### src/sv/lgs_pkg.sv
`default_nettype none

package lgs_pkg;

    // Field widths fixed by the stream format
    localparam int COL_W       = 6;
    localparam int ROW_W       = 10;
    localparam int COUNT_W     = 4;
    localparam int CFG_IDX_W   = 2;
    localparam int CFG_DATA_W  = 10;
    localparam int IN_DATA_W   = 8;
    localparam int OUT_DATA_W  = 24;

    // Default line store size in cells
    localparam int MAX_WIDTH_DEF = 32;

    // Register reset values
    localparam logic [COL_W-1:0] WIDTH_RESET  = 6'd30;
    localparam logic [ROW_W-1:0] HEIGHT_RESET = 10'd30;

    // Configuration register indexes
    localparam logic [CFG_IDX_W-1:0] CFG_NUM_COLS = 2'd0;
    localparam logic [CFG_IDX_W-1:0] CFG_NUM_ROWS = 2'd1;

    // Live-neighbour counts of the B3/S23 rule
    localparam logic [COUNT_W-1:0] COUNT_SURVIVE = 4'd2;
    localparam logic [COUNT_W-1:0] COUNT_BIRTH   = 4'd3;

    // Window column: bit 2 upper row, bit 1 middle row, bit 0 lower row
    typedef logic [2:0] win_col_t;

    // Which cell a result describes, relative to the latched item
    typedef enum logic [1:0] {
        EMIT_LEFT,
        EMIT_RIGHT,
        EMIT_FLUSH
    } emit_kind_t;

    typedef enum logic [3:0] {
        ST_IDLE,
        ST_COL,
        ST_EMIT_A,
        ST_SHIFT_Z,
        ST_EMIT_B,
        ST_FL_CLR,
        ST_FL_RD,
        ST_FL_SH,
        ST_FL_EMIT
    } state_t;

    // Commands from the controller to the datapath
    typedef struct packed {
        logic       accept;
        logic       load_col;
        logic       shift_zero;
        logic       flush_clr;
        logic       flush_rd;
        logic       flush_shift;
        logic       flush_inc;
        logic       emit;
        emit_kind_t kind;
        logic       last;
    } cmd_t;

    // Status from the datapath to the controller
    typedef struct packed {
        logic has_left;
        logic has_right;
        logic is_final;
        logic ptr_nz;
        logic flush_end;
        logic out_free;
    } status_t;

endpackage

`default_nettype wire

### src/sv/lgs_ctrl.sv
`default_nettype none

module lgs_ctrl (
    input  wire logic            clk,
    input  wire logic            rst_n,
    input  wire logic            in_valid,
    output logic                 in_ready,
    input  wire lgs_pkg::status_t status,
    output lgs_pkg::cmd_t        cmd
);

    lgs_pkg::state_t state_reg;
    lgs_pkg::state_t state_next;

    // State register
    always_ff @(posedge clk or negedge rst_n)
    begin
        if (!rst_n)
        begin
            state_reg <= lgs_pkg::ST_IDLE;
        end
        else
        begin
            state_reg <= state_next;
        end
    end

    // Sequence one item: read, load column, emit results, then flush at frame end
    always_comb
    begin
        state_next = state_reg;
        cmd        = '0;
        cmd.kind   = lgs_pkg::EMIT_LEFT;
        in_ready   = 1'b0;
        unique case (state_reg)
            lgs_pkg::ST_IDLE:
            begin
                in_ready = 1'b1;
                if (in_valid)
                begin
                    cmd.accept = 1'b1;
                    state_next = lgs_pkg::ST_COL;
                end
            end
            lgs_pkg::ST_COL:
            begin
                cmd.load_col = 1'b1;
                if (status.has_left)
                begin
                    state_next = lgs_pkg::ST_EMIT_A;
                end
                else if (status.has_right)
                begin
                    state_next = lgs_pkg::ST_SHIFT_Z;
                end
                else if (status.is_final)
                begin
                    state_next = lgs_pkg::ST_FL_CLR;
                end
                else
                begin
                    state_next = lgs_pkg::ST_IDLE;
                end
            end
            lgs_pkg::ST_EMIT_A:
            begin
                if (status.out_free)
                begin
                    cmd.emit = 1'b1;
                    cmd.kind = lgs_pkg::EMIT_LEFT;
                    cmd.last = !status.has_right && !status.is_final;
                    if (status.has_right)
                    begin
                        state_next = lgs_pkg::ST_SHIFT_Z;
                    end
                    else if (status.is_final)
                    begin
                        state_next = lgs_pkg::ST_FL_CLR;
                    end
                    else
                    begin
                        state_next = lgs_pkg::ST_IDLE;
                    end
                end
            end
            lgs_pkg::ST_SHIFT_Z:
            begin
                cmd.shift_zero = 1'b1;
                state_next     = lgs_pkg::ST_EMIT_B;
            end
            lgs_pkg::ST_EMIT_B:
            begin
                if (status.out_free)
                begin
                    cmd.emit   = 1'b1;
                    cmd.kind   = lgs_pkg::EMIT_RIGHT;
                    cmd.last   = !status.is_final;
                    state_next = status.is_final ? lgs_pkg::ST_FL_CLR : lgs_pkg::ST_IDLE;
                end
            end
            lgs_pkg::ST_FL_CLR:
            begin
                cmd.flush_clr = 1'b1;
                state_next    = lgs_pkg::ST_FL_RD;
            end
            lgs_pkg::ST_FL_RD:
            begin
                cmd.flush_rd = 1'b1;
                state_next   = lgs_pkg::ST_FL_SH;
            end
            lgs_pkg::ST_FL_SH:
            begin
                cmd.flush_shift = 1'b1;
                if (status.ptr_nz)
                begin
                    state_next = lgs_pkg::ST_FL_EMIT;
                end
                else
                begin
                    cmd.flush_inc = 1'b1;
                    state_next    = lgs_pkg::ST_FL_RD;
                end
            end
            lgs_pkg::ST_FL_EMIT:
            begin
                if (status.out_free)
                begin
                    cmd.emit = 1'b1;
                    cmd.kind = lgs_pkg::EMIT_FLUSH;
                    cmd.last = status.flush_end;
                    if (status.flush_end)
                    begin
                        state_next = lgs_pkg::ST_IDLE;
                    end
                    else
                    begin
                        cmd.flush_inc = 1'b1;
                        state_next    = lgs_pkg::ST_FL_RD;
                    end
                end
            end
            default:
            begin
                state_next = lgs_pkg::ST_IDLE;
            end
        endcase
    end

endmodule

`default_nettype wire

### src/sv/lgs_datapath.sv
`default_nettype none

module lgs_datapath #(
    parameter int MAX_WIDTH = lgs_pkg::MAX_WIDTH_DEF
) (
    input  wire logic                            clk,
    input  wire logic                            rst_n,
    input  wire logic                            cfg_wen,
    input  wire logic [lgs_pkg::CFG_IDX_W-1:0]   cfg_index,
    input  wire logic [lgs_pkg::CFG_DATA_W-1:0]  cfg_wdata,
    input  wire logic                            cell_in,
    input  wire lgs_pkg::cmd_t                   cmd,
    output lgs_pkg::status_t                     status,
    output logic                                 out_valid,
    input  wire logic                            out_ready,
    output logic                                 out_alive,
    output logic [lgs_pkg::ROW_W-1:0]            out_row,
    output logic [lgs_pkg::COL_W-1:0]            out_col,
    output logic [lgs_pkg::COUNT_W-1:0]          out_count,
    output logic                                 out_last
);

    localparam int ADDR_W = $clog2(MAX_WIDTH);
    localparam int COL_W  = lgs_pkg::COL_W;
    localparam int ROW_W  = lgs_pkg::ROW_W;
    localparam logic [COL_W-1:0] MAX_COL = COL_W'(MAX_WIDTH);

    logic [COL_W-1:0]            width_reg;
    logic [ROW_W-1:0]            height_reg;
    logic [ROW_W-1:0]            row_reg;
    logic [COL_W-1:0]            col_reg;
    logic [ROW_W-1:0]            item_row_reg;
    logic [COL_W-1:0]            item_col_reg;
    logic                        cell_reg;
    logic [1:0]                  rd_data_reg;
    logic [1:0]                  mem [MAX_WIDTH];
    lgs_pkg::win_col_t           win_reg [3];
    logic [COL_W-1:0]            ptr_reg;
    logic                        out_valid_reg;
    logic                        out_alive_reg;
    logic [ROW_W-1:0]            out_row_reg;
    logic [COL_W-1:0]            out_col_reg;
    logic [lgs_pkg::COUNT_W-1:0] out_count_reg;
    logic                        out_last_reg;

    logic [COL_W-1:0]            w_eff;
    logic [COL_W-1:0]            w_last;
    logic [ROW_W-1:0]            h_last;
    lgs_pkg::win_col_t           new_col;
    lgs_pkg::win_col_t           flush_col;
    logic [lgs_pkg::COUNT_W-1:0] count;
    logic                        alive_next;
    logic [ROW_W-1:0]            emit_row;
    logic [COL_W-1:0]            emit_col;
    logic                        out_free;

    // Clamp the grid width to what the line store holds and raise a zero width to one
    always_comb
    begin
        if (width_reg == '0)
        begin
            w_eff = COL_W'(1);
        end
        else if (width_reg > MAX_COL)
        begin
            w_eff = MAX_COL;
        end
        else
        begin
            w_eff = width_reg;
        end
        w_last = w_eff - COL_W'(1);
        h_last = (height_reg == '0) ? '0 : height_reg - ROW_W'(1);
    end

    // Configuration registers and raster position counters
    always_ff @(posedge clk or negedge rst_n)
    begin
        if (!rst_n)
        begin
            width_reg  <= lgs_pkg::WIDTH_RESET;
            height_reg <= lgs_pkg::HEIGHT_RESET;
            row_reg    <= '0;
            col_reg    <= '0;
        end
        else if (cfg_wen)
        begin
            unique case (cfg_index)
                lgs_pkg::CFG_NUM_COLS: width_reg  <= cfg_wdata[COL_W-1:0];
                lgs_pkg::CFG_NUM_ROWS: height_reg <= cfg_wdata[ROW_W-1:0];
                default:               ;
            endcase
            row_reg <= '0;
            col_reg <= '0;
        end
        else if (cmd.accept)
        begin
            if (col_reg == w_last)
            begin
                col_reg <= '0;
                row_reg <= (row_reg == h_last) ? '0 : row_reg + ROW_W'(1);
            end
            else
            begin
                col_reg <= col_reg + COL_W'(1);
            end
        end
    end

    // Latch the item and its position
    always_ff @(posedge clk)
    begin
        if (cmd.accept)
        begin
            item_row_reg <= row_reg;
            item_col_reg <= col_reg;
            cell_reg     <= cell_in;
        end
    end

    // Line store: each entry holds the two rows above the current one
    always_ff @(posedge clk)
    begin
        if (cmd.accept)
        begin
            rd_data_reg <= mem[col_reg[ADDR_W-1:0]];
        end
        else if (cmd.flush_rd && (ptr_reg < w_eff))
        begin
            rd_data_reg <= mem[ptr_reg[ADDR_W-1:0]];
        end
        if (cmd.load_col)
        begin
            mem[item_col_reg[ADDR_W-1:0]] <= {new_col[1], cell_reg};
        end
    end

    // Rows above the first one are outside the grid and read as dead
    assign new_col   = (item_row_reg == '0) ? {2'b00, cell_reg} : {rd_data_reg, cell_reg};
    assign flush_col = (ptr_reg < w_eff) ? {rd_data_reg, 1'b0} : '0;

    // Slide the 3x3 window
    always_ff @(posedge clk)
    begin
        if (cmd.load_col)
        begin
            if (item_col_reg == '0)
            begin
                win_reg[0] <= '0;
                win_reg[1] <= '0;
            end
            else
            begin
                win_reg[0] <= win_reg[1];
                win_reg[1] <= win_reg[2];
            end
            win_reg[2] <= new_col;
        end
        else if (cmd.shift_zero)
        begin
            win_reg[0] <= win_reg[1];
            win_reg[1] <= win_reg[2];
            win_reg[2] <= '0;
        end
        else if (cmd.flush_clr)
        begin
            win_reg[0] <= '0;
            win_reg[1] <= '0;
            win_reg[2] <= '0;
        end
        else if (cmd.flush_shift)
        begin
            win_reg[0] <= win_reg[1];
            win_reg[1] <= win_reg[2];
            win_reg[2] <= flush_col;
        end
    end

    // Flush column pointer
    always_ff @(posedge clk or negedge rst_n)
    begin
        if (!rst_n)
        begin
            ptr_reg <= '0;
        end
        else if (cmd.flush_clr)
        begin
            ptr_reg <= '0;
        end
        else if (cmd.flush_inc)
        begin
            ptr_reg <= ptr_reg + COL_W'(1);
        end
    end

    // Count live neighbours around the window center
    always_comb
    begin
        count = '0;
        for (int i = 0; i < 3; i++)
        begin
            for (int j = 0; j < 3; j++)
            begin
                if (!(i == 1 && j == 1))
                begin
                    count = count + lgs_pkg::COUNT_W'(win_reg[i][j]);
                end
            end
        end
        alive_next = (count == lgs_pkg::COUNT_BIRTH) ||
                     (win_reg[1][1] && (count == lgs_pkg::COUNT_SURVIVE));
    end

    // Position of the cell being emitted
    always_comb
    begin
        unique case (cmd.kind)
            lgs_pkg::EMIT_LEFT:
            begin
                emit_row = item_row_reg - ROW_W'(1);
                emit_col = item_col_reg - COL_W'(1);
            end
            lgs_pkg::EMIT_RIGHT:
            begin
                emit_row = item_row_reg - ROW_W'(1);
                emit_col = item_col_reg;
            end
            lgs_pkg::EMIT_FLUSH:
            begin
                emit_row = item_row_reg;
                emit_col = ptr_reg - COL_W'(1);
            end
            default:
            begin
                emit_row = item_row_reg;
                emit_col = item_col_reg;
            end
        endcase
    end

    assign out_free = !out_valid_reg || out_ready;

    // Output register: hold a result until the transaction completes
    always_ff @(posedge clk or negedge rst_n)
    begin
        if (!rst_n)
        begin
            out_valid_reg <= 1'b0;
        end
        else if (cmd.emit)
        begin
            out_valid_reg <= 1'b1;
        end
        else if (out_ready)
        begin
            out_valid_reg <= 1'b0;
        end
    end

    always_ff @(posedge clk)
    begin
        if (cmd.emit)
        begin
            out_alive_reg <= alive_next;
            out_row_reg   <= emit_row;
            out_col_reg   <= emit_col;
            out_count_reg <= count;
            out_last_reg  <= cmd.last;
        end
    end

    // Status back to the controller
    always_comb
    begin
        status.has_left  = (item_row_reg != '0) && (item_col_reg != '0);
        status.has_right = (item_row_reg != '0) && (item_col_reg == w_last);
        status.is_final  = (item_row_reg == h_last) && (item_col_reg == w_last);
        status.ptr_nz    = (ptr_reg != '0);
        status.flush_end = (ptr_reg == w_eff);
        status.out_free  = out_free;
    end

    assign out_valid = out_valid_reg;
    assign out_alive = out_alive_reg;
    assign out_row   = out_row_reg;
    assign out_col   = out_col_reg;
    assign out_count = out_count_reg;
    assign out_last  = out_last_reg;

endmodule

`default_nettype wire

### src/sv/life_generation_stencil.sv
// Channel   Direction  Payload (lowest bit first)                         End mark
// s_axis    in         tdata: cell_alive                                   -
// m_axis    out        tdata: next_alive, cell_row, cell_col, count        tlast
// cfg       in         cfg_index 0 column count, 1 row count               -
//
// An item may give no result, or one or two results; a full output register
// stalls each of them. The last cell of a frame also flushes the final row,
// one result per cell of that row.
// Reset zeroes the raster position and loads 30x30; the line store is not
// cleared, rows outside the grid are masked instead.
// A full output register holds the controller in its emit state; a config
// write restarts the frame at cell (0,0).
`default_nettype none

module life_generation_stencil #(
    parameter int MAX_WIDTH = lgs_pkg::MAX_WIDTH_DEF
) (
    input  wire logic                                clk,
    input  wire logic                                rst_n,
    input  wire logic                                s_axis_tvalid,
    output logic                                     s_axis_tready,
    // [0] cell_alive, [7:1] zero
    input  wire logic [lgs_pkg::IN_DATA_W-1:0]       s_axis_tdata,
    output logic                                     m_axis_tvalid,
    input  wire logic                                m_axis_tready,
    // [0] next_alive, [10:1] cell_row, [16:11] cell_col,
    // [20:17] neighbour_count, [23:21] zero
    output logic [lgs_pkg::OUT_DATA_W-1:0]           m_axis_tdata,
    output logic                                     m_axis_tlast,
    input  wire logic                                cfg_wen,
    input  wire logic [lgs_pkg::CFG_IDX_W-1:0]       cfg_index,
    input  wire logic [lgs_pkg::CFG_DATA_W-1:0]      cfg_wdata
);

    lgs_pkg::cmd_t    cmd;
    lgs_pkg::status_t status;

    logic                         out_alive;
    logic [lgs_pkg::ROW_W-1:0]    out_row;
    logic [lgs_pkg::COL_W-1:0]    out_col;
    logic [lgs_pkg::COUNT_W-1:0]  out_count;

    lgs_ctrl u_ctrl (
        .clk      (clk),
        .rst_n    (rst_n),
        .in_valid (s_axis_tvalid),
        .in_ready (s_axis_tready),
        .status   (status),
        .cmd      (cmd)
    );

    lgs_datapath #(
        .MAX_WIDTH (MAX_WIDTH)
    ) u_datapath (
        .clk       (clk),
        .rst_n     (rst_n),
        .cfg_wen   (cfg_wen),
        .cfg_index (cfg_index),
        .cfg_wdata (cfg_wdata),
        .cell_in   (s_axis_tdata[0]),
        .cmd       (cmd),
        .status    (status),
        .out_valid (m_axis_tvalid),
        .out_ready (m_axis_tready),
        .out_alive (out_alive),
        .out_row   (out_row),
        .out_col   (out_col),
        .out_count (out_count),
        .out_last  (m_axis_tlast)
    );

    // Pack result fields, lowest first
    assign m_axis_tdata = {3'b000, out_count, out_col, out_row, out_alive};

endmodule

`default_nettype wire

### config.mk
export PLATFORM = sky130hd
export DESIGN_NAME = life_generation_stencil
export DESIGN_NICKNAME = d
export VERILOG_FILES = /design/src/sv/lgs_pkg.sv /design/src/sv/lgs_ctrl.sv /design/src/sv/lgs_datapath.sv /design/src/sv/life_generation_stencil.sv
export SDC_FILE = /design/constraint.sdc
export NUM_CORES = 1
export LEC_CHECK = 0
export BUFFER_PORTS_ARGS = -buffer_cell sky130_fd_sc_hd__buf_2
export CORE_UTILIZATION = 50
export CTS_BUF_LIST = sky130_fd_sc_hd__clkbuf_8
export DETAILED_ROUTE_END_ITERATION = 10
export PLACE_DENSITY = 0.74
export REMOVE_ABC_BUFFERS = 1
export SYNTH_ARGS = -nofsm -noshare
export SYNTH_HDL_FRONTEND = slang
export SYNTH_SLANG_ARGS = --single-unit
### constraint.sdc
create_clock -name clk -period 3.05 [get_ports clk]
set_input_delay 0.1525 -clock clk [delete_from_list [all_inputs] [get_ports clk]]
set_output_delay 0.1525 -clock clk [all_outputs]
set_load 0.05 [all_outputs]
==> results.py <==
metrics = {
    "die": {
        "pin_count": 52,
        "dieArea_mm2": 0.0184,
        "die_y_um": 136,
        "die_x_um": 136,
        "rows": 48,
        "core_area_mm2": 0.0174,
        "initial_utilization_pct": 51.4,
    },
    "power_and_ir_drop": {
        "p_total_w": 0.00550,
        "leakagePower_nw": 3.66,
        "power.density_mw_per_mm2": 545,
        "ir_worst_vdd_v": 0.000316,
    },
    "yosys": {
        "async_flop_share_pct": 27.4,
        "synthCells": 764,
        "synthSimpleGateAreaFrac_pct": 14.8,
        "synth_area_leaders": "edfxtp_1 (38%), mux4_2 (10%), dfrtp_1 (9.8%), nor2_1 (3.7%), ha_1 (2.4%)",
        "synth_top_family_by_area": "simple AND/OR/NAND/NOR gates",
        "synth_compound_area_share_pct": 10.7,
        "yosysSeqAreaShare_pct": 50.4,
        "synth-main-ff-cell": "edfxtp_1",
        "netlist_area_mm2": 0.00895,
        "synth_largest_area_cell": "edfxtp_1",
        "ys_types": 76,
        "ys_ff_latch": 157,
        "yosys_warnings": 0,
        "yosys.area.top_type_share_pct": 38.2,
        "synth_edf_count": 114,
        "synth_fa_ha_area_share_pct": 3.27,
        "synth_area_per_cell_um2": 11.7,
        "synth_xor_area_share_pct": 4.14,
        "muxShareOfSynthArea_pct": 12.9,
    },
    "route": {
        "ant_nets": 0,
        "route.vias.total": 6415,
        "routed_wl_mm": 20.2,
        "drc_errors": 0,
        "firstDrtPassIters": 5,
        "wire_per_inst_um": 19.0,
        "drt-vias-per-instance": 6.01,
        "drtIter0Drc": 622,
    },
    "sta": {
        "fin_crit_ns": 2.89,
        "worst_pin_slew_ns": 1.16,
        "slew_headroom_pct": 22.7,
        "setup_viol": 0,
        "hold_viol_final": 0,
        "finalMaxSlewViolations": 0,
        "whs_ns": 0.0461,
        "max_freq_ghz": 0.347,
        "fin_crit_sh_pct": 94.6,
        "skew_ns": 0.0136,
        "rsz0062_at_grt": "false",
    },
    "global_route": {
        "grt_pass1_wl_mm": 32.2,
        "antenna_found_initial": 1,
        "grt_pass1_vias": 6192,
        "grt_start_max_net_pins": 44,
        "track_usage_pct": 23.3,
        "grt-ovfl-total": 0,
    },
    "clocking": {
        "cts_buffer_depth": 2,
        "cts_root_buf": "clkbuf_8",
        "clock_latency_ns": 0.47,
        "post_cts_buffers": 0,
        "clkTransAtPathRegs_ns": 0.08,
        "cts_max_level": 4,
        "cts_sinks": 157,
        "numCtsBuffers": 17,
        "cts_tree": "yes",
    },
    "cells_and_area": {
        "nets": 876,
        "areaGrowthSynthToFinish_pct": 12.6,
        "diodes": 0,
        "fillerInstances": 1420,
        "finish.utilization_pct": 57.9,
        "largest_reg_flops": 64,
        "drive_gt1_share_pct": 23.2,
    },
    "critical_path": {
        "crit_fanout": 2,
        "end_kind": "register",
        "worstPathCellList": "ha_1 > inv_1 > fa_1 > fa_1 > fa_2 > inv_1 > fa_1 > o21ai_0 > nor3_1",
        "crit_path_frequent_cell": "fa_1",
        "critPathLaunchType": "register",
        "slowest_delay_ns": 0.50,
        "worst_ep_arrival_time_ns": 3.10,
        "cp_data_required_time_ns": 3.27,
        "cp_slowest_cell": "fa_1",
        "criticalPathCategory": "register to register",
    },
    "outcome": {
        "status": "finished clean",
    },
    "job": {
        "max_cap_viol_count": 0,
    },
    "placement": {
        "io_buffers": 41,
        "routabilityCongestion": 0.885,
        "dp_hpwl_mm": 14.4,
    },
    "worst_hold_path": {
        "hp-class": "primary input to register",
    },
}
==> cells in the final DEF, fill, tap and decap left out, types with 6 or more instances in the layout <==
cell type        n
and3_1           6
inv_1           38
a21oi_1         36
mux4_2          40
nor3_1          22
nor4_1          11
nand2_1         51
edfxtp_1       114
nor2b_1         13
nand3_1         20
dfrtp_1         35
xnor2_1         19
mux2i_1          6
ha_1            17
or3_1           11
buf_4           36
o22ai_1          9
o21ai_0         22
xor2_1          13
nand3b_1         6
and2_1           6
mux2_2          16
nand2b_1         8
dlygate4sd3_1   13
a211oi_1         6
o21a_1           8
nor2_1          88
clkbuf_8        18
buf_2           41
dfstp_2          8
==> worst max-delay path: cells and delay by family, from the launching register on <==
kind | cells | cell delay, ns
adders and majority gates | 5 | 1.98
DFF | 1 | 0.37
buffers and inverters | 2 | 0.13
AOI/OAI and AO/OA | 1 | 0.10
and+or+nand+nor | 1 | 0.07
==> per-layer routing <==
| layer | global-route usage (%) | routed length (um) | vias up |
|---|---|---|---|
| met3 | 4.40 | 1250 | 24 |
| met5 | 0 | 0 | - |
| met4 | 8.30 | 261 | 0 |
| met1 | 31.8 | 8950 | 3146 |
| li1 | - | - | 2996 |
| met2 | 37.1 | 9770 | 249 |
==> logic make-up (layout without fill, tap and decap cells) <==
kind of cell,after synthesis,in the layout
AND/OR/NAND/NOR,269,269
other,1,3
XOR/XNOR,36,36
AO/OA/AOI/OAI,135,135
flip-flops,157,157
adder cells (fa/ha/maj),21,21
multiplexers,63,63
buffers and inverters,82,158
==> through the flow <==
step	cell area [um^2]	setup WS, ns	std cells	TNS [ns]
floorplan	8750	-1.19	720	-22.34
global placement	9530	0.130	1023	0
detailed placement	9530	0.0917	1023	0
CTS	10000	0.0755	1067	0
global route	10100	0.00196	1067	0
finish	10100	0.165	1067	0
==> final cells by class <==
type                    count  area [um^2]  area share, %
clock buffers              18          248           2.46
clock inverters            13          129           1.28
inverters                  36          135           1.34
multi-input cells         527         4160           41.2
flip-flops and latches    157         4510           44.7
well taps                 225          282           2.79
repair buffers             91          626           6.20
==> path summary, 6_finish.rpt <==
kind / cells past startpoint / slack (ns) / endpoint / start
max reg2reg: 9 / 0.16 / u_datapath.out_alive$_DFFE_PP_ / u_datapath.win_reg[0][0]$_DFFE_PP_
max: 9 / 0.16 / u_datapath.out_alive$_DFFE_PP_ / u_datapath.win_reg[0][0]$_DFFE_PP_
min: 3 / 0.05 / u_datapath.out_valid$_DFFE_PN0P_ / m_axis_tready
min in group asynchronous: 2 / 0.39 / u_datapath.height_reg[7]$_DFFE_PN0P_ / rst_n
max in group asynchronous: 2 / 2.02 / u_datapath.ptr_reg[2]$_DFFE_PN0P_ / rst_n
min reg2reg: 0 / 0.52 / u_datapath.item_col_reg[5]$_DFFE_PP_ / u_datapath.col_reg[5]$_DFFE_PN0P_
==> Yosys cell counts (6+ instances only) <==
cell,count
nor3_1,23
mux4_2,40
clkbuf_1,32
nor4_1,12
xor2_1,13
o21a_1,8
o22ai_1,9
o21ai_0,23
and2_1,6
mux2i_1,7
mux2_2,16
nand2_1,51
dfrtp_1,35
and3_1,6
nand3b_1,6
ha_1,17
xnor2_1,19
inv_1,36
or3_1,11
edfxtp_1,114
a211oi_1,6
nor2b_1,13
nor2_1,89
dfstp_2,8
a21oi_1,36
nand3_1,20
nand2b_1,8
==> what timing repair did <==
action	in CTS	in global routing
hold buffers	13	0
hold endpoints to repair	57	0
resized for setup	0	9
setup endpoints to repair	0	12
==> power by group <==
part | internal (W) | switching [W] | leakage, nW
Clock | 0.000734 | 0.000775 | 0.197
Combinational | 0.000576 | 0.000785 | 1.87
Sequential | 0.00249 | 0.000142 | 1.59
Total | 0.00380 | 0.00170 | 3.66
No activity file was read; power rests on OpenSTA's default activity.
